==> config.mk <==
export PLATFORM = sky130hd
export DESIGN_NAME = generational_handle_table
export DESIGN_NICKNAME = d
export VERILOG_FILES = /design/src/ght_pkg.sv /design/src/ght_ram.sv /design/src/generational_handle_table.sv
export SDC_FILE = /design/constraint.sdc
export NUM_CORES = 1
export LEC_CHECK = 0
export CAP_MARGIN = 10
export CORE_MARGIN = 2
export CORE_UTILIZATION = 50
export CTS_BUF_LIST = sky130_fd_sc_hd__clkbuf_4 sky130_fd_sc_hd__clkbuf_8
export CTS_CLUSTER_DIAMETER = 60
export CTS_CLUSTER_SIZE = 40
export DETAILED_ROUTE_END_ITERATION = 12
export DONT_BUFFER_PORTS = 1
export GPL_ROUTABILITY_DRIVEN = 0
export PLACE_DENSITY_LB_ADDON = 0.12
export SLEW_MARGIN = 40
export SYNTH_ARGS = -nofsm -noshare
export SYNTH_HDL_FRONTEND = slang
export SYNTH_HIERARCHICAL = 1
export SYNTH_SLANG_ARGS = --single-unit
==> constraint.sdc <==
create_clock -name clock -period 6.3 [get_ports clock]
set_clock_uncertainty 0.2 [all_clocks]
set_input_delay 1.26 -clock clock [delete_from_list [all_inputs] [get_ports clock]]
set_output_delay 1.26 -clock clock [all_outputs]
set_load 0.02 [all_outputs]
==> src/ght_pkg.sv <==
`timescale 1ns / 1ps

package ght_pkg;

   // Field widths of a handle and a slot record
   localparam int GEN_W           = 32;
   localparam int SLOT_FIELD_W    = 16;
   localparam int HANDLE_W        = GEN_W + SLOT_FIELD_W;
   localparam int DEFAULT_ENTRIES = 16;

   // Generation value at which a slot is retired for good
   localparam logic [GEN_W-1:0] GEN_RETIRED = {GEN_W{1'b1}};

   // Request modes
   localparam logic [1:0] MODE_CREATE = 2'd0;
   localparam logic [1:0] MODE_CHECK  = 2'd1;
   localparam logic [1:0] MODE_DELETE = 2'd2;

   // Response status codes
   localparam logic STATUS_OK    = 1'b0;
   localparam logic STATUS_ERROR = 1'b1;

   typedef struct packed {
      logic [1:0]          mode;
      logic [3:0]          entry_kind;
      logic [63:0]         entry_size;
      logic [63:0]         now_ticks;
      logic [HANDLE_W-1:0] handle_in;
   } ght_req_type;

   typedef struct packed {
      logic                status;
      logic [HANDLE_W-1:0] handle_out;
   } ght_rsp_type;

   // Per-slot record in the generation memory
   typedef struct packed {
      logic             in_use;
      logic [GEN_W-1:0] gen;
   } ght_slot_type;

   // Per-slot payload, written on create
   typedef struct packed {
      logic [3:0]  kind;
      logic [63:0] size;
      logic [63:0] timestamp;
   } ght_payload_type;

   typedef enum logic [2:0] {
      ST_CLEAR,
      ST_IDLE,
      ST_DISPATCH,
      ST_SCAN_RD,
      ST_SCAN_CHK,
      ST_LOOK_RD,
      ST_LOOK_CHK,
      ST_FINISH
   } ght_state_type;

endpackage

==> src/ght_ram.sv <==
`timescale 1ns / 1ps

module ght_ram #(
   parameter int WIDTH = 8,
   parameter int DEPTH = 16,
   localparam int AW   = (DEPTH > 1) ? $clog2(DEPTH) : 1
) (
   input  logic             clock,
   input  logic             wr_en,
   input  logic [AW-1:0]    wr_addr,
   input  logic [WIDTH-1:0] wr_data,
   input  logic             rd_en,
   input  logic [AW-1:0]    rd_addr,
   output logic [WIDTH-1:0] rd_data
);

   logic [WIDTH-1:0] mem [DEPTH];
   logic [WIDTH-1:0] rd_data_ff;

   // Write one word, read one word into the output register
   always_ff @(posedge clock) begin
      if (wr_en) begin
         mem[wr_addr] <= wr_data;
      end
      if (rd_en) begin
         rd_data_ff <= mem[rd_addr];
      end
   end

   assign rd_data = rd_data_ff;

endmodule

==> src/generational_handle_table.sv <==
// Check or delete: the slot record named by a well-formed handle is read and
// checked, then the result is registered. Create: slots are scanned one at a
// time through the generation memory read port, each read then checked, until
// a free slot is found (at most ENTRIES visited). One request is in flight at a time.
// Reset (synchronous, active high) starts a clearing pass that zeroes each slot
// record of the generation memory in turn; no request is accepted until it ends.
`timescale 1ns / 1ps

module generational_handle_table #(
   parameter int ENTRIES = ght_pkg::DEFAULT_ENTRIES
) (
   input  logic                clock,
   input  logic                reset,
   input  logic                req_valid,
   output logic                req_ready,
   input  ght_pkg::ght_req_type req_data,
   output logic                rsp_valid,
   input  logic                rsp_ready,
   output ght_pkg::ght_rsp_type rsp_data
);

   import ght_pkg::*;

   localparam int SLOT_W = (ENTRIES > 1) ? $clog2(ENTRIES) : 1;
   localparam logic [SLOT_W-1:0]       LAST_SLOT     = SLOT_W'(ENTRIES - 1);
   localparam logic [SLOT_FIELD_W-1:0] ENTRIES_FIELD = SLOT_FIELD_W'(ENTRIES);
   localparam int SLOT_REC_W = $bits(ght_slot_type);
   localparam int PAYLOAD_W  = $bits(ght_payload_type);

   ght_state_type         state_ff, state_in;
   logic [SLOT_W-1:0]     idx_ff, idx_in;
   ght_req_type           req_ff, req_in;
   logic                  pend_status_ff, pend_status_in;
   logic [HANDLE_W-1:0]   pend_handle_ff, pend_handle_in;
   logic                  rsp_valid_ff, rsp_valid_in;
   ght_rsp_type           rsp_data_ff, rsp_data_in;

   logic                  gen_wr_en;
   logic [SLOT_W-1:0]     gen_wr_addr;
   ght_slot_type          gen_wr_rec;
   logic                  gen_rd_en;
   logic [SLOT_W-1:0]     gen_rd_addr;
   logic [SLOT_REC_W-1:0] gen_rd_data;
   logic                  pay_wr_en;
   ght_payload_type       pay_wr_rec;

   logic [SLOT_FIELD_W-1:0] slot_field;
   logic [GEN_W-1:0]        gen_field;
   logic                    handle_bad;
   logic [SLOT_W-1:0]       look_idx;
   ght_slot_type            slot_rd;
   logic                    free_hit;
   logic                    look_hit;
   logic [GEN_W-1:0]        next_gen;
   logic [HANDLE_W-1:0]     new_handle;
   logic                    rsp_load;
   logic                    idx_last;

   // Split the stored handle and evaluate the slot record just read
   always_comb begin
      slot_field = req_ff.handle_in[SLOT_FIELD_W-1:0];
      gen_field  = req_ff.handle_in[HANDLE_W-1:SLOT_FIELD_W];
      handle_bad = (slot_field == '0) || (slot_field > ENTRIES_FIELD) ||
                   (gen_field == '0);
      look_idx   = SLOT_W'(slot_field - SLOT_FIELD_W'(1));
      slot_rd    = ght_slot_type'(gen_rd_data);
      free_hit   = !slot_rd.in_use && (slot_rd.gen != GEN_RETIRED);
      look_hit   = slot_rd.in_use && (slot_rd.gen == gen_field);
      next_gen   = slot_rd.gen + GEN_W'(1);
      new_handle = {next_gen, SLOT_FIELD_W'(idx_ff) + SLOT_FIELD_W'(1)};
      rsp_load   = !rsp_valid_ff || rsp_ready;
      idx_last   = (idx_ff == LAST_SLOT);
   end

   // Next state
   always_comb begin
      state_in = state_ff;
      unique case (state_ff)
         ST_CLEAR: begin
            if (idx_last) state_in = ST_IDLE;
         end
         ST_IDLE: begin
            if (req_valid) state_in = ST_DISPATCH;
         end
         ST_DISPATCH: begin
            if (req_ff.mode == MODE_CREATE) begin
               state_in = ST_SCAN_RD;
            end else if ((req_ff.mode == MODE_CHECK || req_ff.mode == MODE_DELETE) &&
                         !handle_bad) begin
               state_in = ST_LOOK_RD;
            end else begin
               state_in = ST_FINISH;
            end
         end
         ST_SCAN_RD: begin
            state_in = ST_SCAN_CHK;
         end
         ST_SCAN_CHK: begin
            if (free_hit || idx_last) state_in = ST_FINISH;
            else                      state_in = ST_SCAN_RD;
         end
         ST_LOOK_RD: begin
            state_in = ST_LOOK_CHK;
         end
         ST_LOOK_CHK: begin
            state_in = ST_FINISH;
         end
         ST_FINISH: begin
            if (rsp_load) state_in = ST_IDLE;
         end
         default: begin
            state_in = ST_CLEAR;
         end
      endcase
   end

   // Memory controls and register updates
   always_comb begin
      idx_in         = idx_ff;
      req_in         = req_ff;
      pend_status_in = pend_status_ff;
      pend_handle_in = pend_handle_ff;
      rsp_valid_in   = rsp_valid_ff && !rsp_ready;
      rsp_data_in    = rsp_data_ff;
      gen_wr_en      = 1'b0;
      gen_wr_addr    = idx_ff;
      gen_wr_rec     = '0;
      gen_rd_en      = 1'b0;
      gen_rd_addr    = idx_ff;
      pay_wr_en      = 1'b0;
      pay_wr_rec     = '{kind: req_ff.entry_kind, size: req_ff.entry_size,
                         timestamp: req_ff.now_ticks};
      unique case (state_ff)
         ST_CLEAR: begin
            // Zero one slot record per cycle
            gen_wr_en = 1'b1;
            idx_in    = idx_last ? '0 : idx_ff + SLOT_W'(1);
         end
         ST_IDLE: begin
            if (req_valid) req_in = req_data;
         end
         ST_DISPATCH: begin
            idx_in         = '0;
            pend_status_in = STATUS_ERROR;
            pend_handle_in = '0;
         end
         ST_SCAN_RD: begin
            gen_rd_en = 1'b1;
         end
         ST_SCAN_CHK: begin
            if (free_hit) begin
               // Claim the slot under its next generation
               gen_wr_en      = 1'b1;
               gen_wr_rec     = '{in_use: 1'b1, gen: next_gen};
               pay_wr_en      = 1'b1;
               pend_status_in = STATUS_OK;
               pend_handle_in = new_handle;
            end else if (!idx_last) begin
               idx_in = idx_ff + SLOT_W'(1);
            end
         end
         ST_LOOK_RD: begin
            gen_rd_en   = 1'b1;
            gen_rd_addr = look_idx;
         end
         ST_LOOK_CHK: begin
            if (look_hit) begin
               pend_status_in = STATUS_OK;
               if (req_ff.mode == MODE_DELETE) begin
                  // Free the slot, keep its generation
                  gen_wr_en   = 1'b1;
                  gen_wr_addr = look_idx;
                  gen_wr_rec  = '{in_use: 1'b0, gen: slot_rd.gen};
               end
            end
         end
         ST_FINISH: begin
            if (rsp_load) begin
               rsp_valid_in = 1'b1;
               rsp_data_in  = '{status: pend_status_ff, handle_out: pend_handle_ff};
            end
         end
         default: begin
         end
      endcase
   end

   // Control registers
   always_ff @(posedge clock) begin
      if (reset) begin
         state_ff     <= ST_CLEAR;
         idx_ff       <= '0;
         rsp_valid_ff <= 1'b0;
      end else begin
         state_ff     <= state_in;
         idx_ff       <= idx_in;
         rsp_valid_ff <= rsp_valid_in;
      end
   end

   // Payload registers
   always_ff @(posedge clock) begin
      req_ff         <= req_in;
      pend_status_ff <= pend_status_in;
      pend_handle_ff <= pend_handle_in;
      rsp_data_ff    <= rsp_data_in;
   end

   // Generation and in-use flag per slot
   ght_ram #(
      .WIDTH (SLOT_REC_W),
      .DEPTH (ENTRIES)
   ) u_gen_ram (
      .clock   (clock),
      .wr_en   (gen_wr_en),
      .wr_addr (gen_wr_addr),
      .wr_data (gen_wr_rec),
      .rd_en   (gen_rd_en),
      .rd_addr (gen_rd_addr),
      .rd_data (gen_rd_data)
   );

   // Kind, size and timestamp per slot
   ght_ram #(
      .WIDTH (PAYLOAD_W),
      .DEPTH (ENTRIES)
   ) u_payload_ram (
      .clock   (clock),
      .wr_en   (pay_wr_en),
      .wr_addr (idx_ff),
      .wr_data (pay_wr_rec),
      .rd_en   (1'b0),
      .rd_addr ('0),
      .rd_data ()
   );

   assign req_ready = (state_ff == ST_IDLE);
   assign rsp_valid = rsp_valid_ff;
   assign rsp_data  = rsp_data_ff;

endmodule

==> After elaboration in Yosys (flattened, before gate mapping) <==
Memory sizes are Yosys's and may differ from the RTL's. A register that Yosys moved wholly into a read port is not among the register bits.
Index checks and enable logic that the tools add are counted.
{ "totals": {"reg_bits": 156, "ram_bits": 528, "in_bits": 186, "out_inout_bits": 51, "wordCells": 94, "n_memories": 1} }
{ "mem_list": {"columns": ["memory", "depth", "word_bits", "read_ports", "rd_ports_with_merged_regs", "wr", "line_no", "rtl"], "rows": [
  ["u_gen_ram.mem", 16, 33, 1, 1, 1, "ght_ram.sv:17", "logic [WIDTH-1:0] mem [DEPTH];"]
]} }
{ "op_classes": {"n_addsub": 4, "order_cmp": 1, "n_eq_ne": 19, "n_mux": 33, "reduce_logical": 27} }
{ "op_table": {"columns": ["cell", "n"], "rows": [
  ["$pmux 48 s2", 1],
  ["$pmux 33 s2", 1],
  ["$mux 32", 2],
  ["$mux 48", 1],
  ["$mux 33", 1],
  ["$add 32x1->32 const B", 1],
  ["$eq 32x32->1", 1],
  ["$logic_not 32->1", 1],
  ["$ne 32x32->1 const B", 1],
  ["$mux 4", 7],
  ["$pmux 3 s8", 1],
  ["$gt 16x5->1 const B", 1],
  ["$logic_not 16->1", 1],
  ["$mux 3", 5],
  ["$ne 2x2->1 const B", 7],
  ["$eq 3x3->1 const B", 4],
  ["$pmux 4 s3", 1],
  ["$mux 1", 10],
  ["$reduce_and 3->1", 3],
  ["$eq 3x2->1 const B", 2],
  ["$pmux 1 s3", 2],
  ["$reduce_and 2->1", 3],
  ["$reduce_bool 3->1", 2],
  ["$add 4x1->5 const B", 1],
  ["other kinds (14)", 24]
]} }

==> Logic depth before layout (Yosys ltp) <==
{ "depth": {"word_depth": 8, "mapped_depth": 11, "mapped_depth_nobuf": 8} }

==> Modules after synthesis <==
The synthesis kept the hierarchy.
{ "by_module_without_submodules": {"columns": ["module", "n_inst", "cells_per_inst", "area_each_um2", "seq_area_each_um2"], "rows": [
  ["ght_ram", 1, 864, 20961.4, 16846.2],
  ["generational_handle_table", 1, 548, 6432.4, 3943.8]
]} }

==> Least setup slack after synthesis <==
Ideal clock, no wire load.
{ "synth_path": {"path_kind": "register to register", "from": "register u_gen_ram.rd_data_ff[25], in the netlist u_gen_ram/rd_data[25] (read register of u_gen_ram.mem)", "to": "memory u_gen_ram/mem[0][0] in the netlist's numbering (enable)", "t_arrival_ns": 4.911, "required_time_ns": 5.636, "path_slack_ns": 0.725, "path_stages_with_launch": 10, "period_less_slack_ns": 5.575, "path_cell_list": "edfxtp_1 clkbuf_1 xor2_1 nor4_1 nand4_1 nor4_2 clkbuf_1 mux2i_1 or3b_2 nor3_1"} }
{ "synth_via": {"elab_cells_between_ends": 11, "cone_classes": "eq/ne (2); mux (7); reduce/logical (2)"} }
{ "synth_rtl": {"columns": ["element", "line_no", "rtl"], "rows": [
  ["start: declaration", "ght_ram.sv:18", "logic [WIDTH-1:0] rd_data_ff;"],
  ["$eq 32x32->1", "generational_handle_table.sv:68", "look_hit = slot_rd.in_use && (slot_rd.gen == gen_field);"],
  ["$logic_and 1x1->1", "generational_handle_table.sv:68", null],
  ["$mux 4", "generational_handle_table.sv:167", "if (look_hit) begin"],
  ["$mux 4", "generational_handle_table.sv:133", "unique case (state_ff)"],
  ["named net gen_wr_addr[3]", "generational_handle_table.sv:39", "logic [SLOT_W-1:0] gen_wr_addr;"],
  ["end: declaration", "ght_ram.sv:17", null]
]} }
The timed path passes the listed nets, and every way through them passes these cells.

==> Worst setup path in the final report <==
{ "layout_path": {"from": "register u_gen_ram.rd_data_ff[16], in the netlist u_gen_ram/rd_data[16] (read register of u_gen_ram.mem)", "to": "memory u_gen_ram/mem[7][7] in the netlist's numbering (enable)"} }
Same word-level chain as after synthesis.

==> reports/metrics.cfg <==
[sta]
rsz0062_at_grt=false
finalSetupTns_ns=0
hold_viol=0
fmax_ghz=0.2095
fin_crit_sh_pct=75.77
worstMarginPinSlew_ns=0.7910
period_needed_ns=4.773
layout_setup_ws_ns=1.527
relSlewSlack_pct=47.27
finalSetupViolations=0
drv_slew=0

[final_layout]
final_common_cell=edfxtp_1
drive_above_1_share_pct=19.12
instances_no_fill=2158
area_delta_synth_final_pct=7.490
nNetsFinal=1616
final_cell_mix=edfxtp_1 (687), mux4_2 (113), nand2_1 (68), a22oi_1 (66), nor2_1 (62)
postLayoutCellArea_mm2=0.02945

[logic_synthesis]
synthDistinctLibCells=61
async_flop_share_pct=0
synth-seq-cells=695
avgSynthCellArea_um2=19.40
synth_top_cell_area_share_pct=75.31
synth-edff-count=687
synthCells=1412
yosysTopAreaCell=edfxtp_1
ys_top_cells_by_area=edfxtp_1 (75%), mux4_2 (9.3%), mux4_1 (1.8%), a22oi_1 (1.8%), xor2_1 (1.4%)
synth.cell_area_mm2=0.02739
ys.flop_type=edfxtp_1
yosysSeqAreaShare_pct=75.89
ys_warn_count=6

[setup_path]
slowest_delay_ns=0.67
r2r_start=u_gen_ram/rd_data[16]$_DFFE_PP_
worst_setup_path_start_kind=flip-flop
required_ns=6.45
cp_max_fo=19
critPathSlowestCell=mux2i_1
end_kind=flip-flop
critical_path.startpoint=u_gen_ram/rd_data[16]$_DFFE_PP_
crit_arrival_ns=4.92
crit_type=flip-flop to flip-flop
cp_cell_sequence=xor2_1 -> nor4_1 -> nand4_1 -> nor4_4 -> mux2i_1 -> nand2_1 -> nor2_4 -> buf_4

[placed_design]
portBuffers=0
hpwl_mm=34.10
place_area_mm2=0.02836
dp_slack_ns=1.518
placed_cells=2075

[cts]
cts-root-buf=clkbuf_8
cts_inserted_buffers=42
cts_buffer_depth=3
path_clk_slew_ns=0.14
cts_setup_buffers=0
htree_levels=2
cts.repair.resized=0
clock_latency_ns=0.71
tritoncts=yes
clkSinkCount=695
cts_hold_buf=0

[outcome]
status=finished clean

[drt]
dr_total_vias=13270
dr.pass1.iters=5
postRouteAntennaNets=0
routed_wl_mm=61.56
drt_iter0_drc=1365
via_per_inst=6.150
wl_per_cell_um=28.52
route.detailed.drc=0

[grt]
overflow=0
grt_pass1_wl_mm=89.16
grt_max_degree=133
grt_pass1_vias=13040
track_usage_pct=22.04
grt_antenna_before_repair=1

[worst_hold_path]
min_path_type=flip-flop to flip-flop
min_from=pend_handle_ff[3]$_SDFFCE_PN0P_

[floorplanning]
core-area_mm2=0.05403
fp-row-count=85
pin_count=237
die_area_mm2=0.05667
die_w_um=238.1
die_y_um=238.1
start_util_pct=50.70

[pwr]
ir_worst_vdd_v=0.0001663
power_density_mw_per_mm2=273.3
totalPowerFinal_mw=8.047
leakagePower_nw=8.361

[job]
maxCapViolations=0

worst paths after layout:
| check | endpoint | slack (ns) | cells past startpoint |
|---|---|---|---|
| min reg2reg | rsp_data[3]$_DFFE_PP_ | 0.23 | 0 |
| max reg2reg | u_gen_ram/mem[7][7]$_DFFE_PP_ | 1.53 | 8 |
| min | rsp_data[3]$_DFFE_PP_ | 0.23 | 0 |
| max | u_gen_ram/mem[7][7]$_DFFE_PP_ | 1.53 | 8 |
cells in the mapped netlist (14+ instances only):
library cell,number
mux4_2,113
xor2_1,43
nand2_1,68
mux4_1,19
a22oi_1,66
nand3_1,14
xnor2_1,21
edfxtp_1,687
nor4_1,15
o31ai_1,14
clkbuf_1,45
o21ai_0,26
inv_1,16
nor2_1,76
nor3_1,24
buf_2,20
nand4_1,14
kinds of logic (layout without fill, tap and decap cells):
kind of cell / after synthesis / in the layout / share of synthesized area, %
compound gates: 150 / 150 / 3.846
xor+xnor: 64 / 64 / 2.046
fa+ha+maj: 5 / 5 / 0.2284
buf+inv: 108 / 145 / 2.220
flops: 695 / 695 / 75.89
mux: 138 / 138 / 11.35
other cells: 1 / 14 / 0.01369
simple gates: 251 / 251 / 4.408
sequential cells by signal (all words and copies together), names as in the netlist:
register	count
gen_field	32
idx_ff	4
pend_handle_ff	37
pend_status_ff	1
req_ff	18
rsp_data	38
rsp_valid	1
state_ff	3
u_gen_ram/mem	528
u_gen_ram/rd_data	33
layout make-up:
cell class,count,area (um^2)
multi-input cells,619,6241
well taps,696,870.8
inverters,16,60.06
clock buffers,42,578.1
diodes,3,7.507
repair buffers,51,441.7
clock inverters,36,456.7
flip-flops and latches,695,20790
fillers,4183,24580
layer usage:
metal | up-vias | GRT usage (%) | routed length, um
li1 | 5702 | - | -
met1 | 6993 | 32.46 | 26820
met2 | 487 | 34.64 | 28830
met3 | 87 | 3.991 | 4583
met4 | 2 | 5.341 | 1317
met5 | - | 0 | 10
stage by stage:
stage | hold slack (ns) | utilization [%]
3_3_place_gp | 0.2056 | 52.44
6_report | 0.2334 | 54.50
2_1_floorplan | 0.2003 | -
5_1_grt | 0.2263 | 54.49
3_5_place_dp | 0.2045 | 52.50
4_1_cts | 0.2360 | 54.41
worst max-delay path, delay by kind of cell (launching register included):
family        cells  cell delay (ns)
xor+xnor          1             0.20
buf+inv           1             0.51
flops             1             0.56
mux               1             0.67
simple gates      5             2.23
power by group:
| group | leakage, nW | total, mW | internal, mW | switching, mW |
|---|---|---|---|---|
| clock network | 0.504 | 2.45 | 0.836 | 1.62 |
| logic | 2.16 | 0.452 | 0.185 | 0.266 |
| registers | 5.70 | 5.14 | 5.12 | 0.0208 |
(Power assumes the default switching activity.)
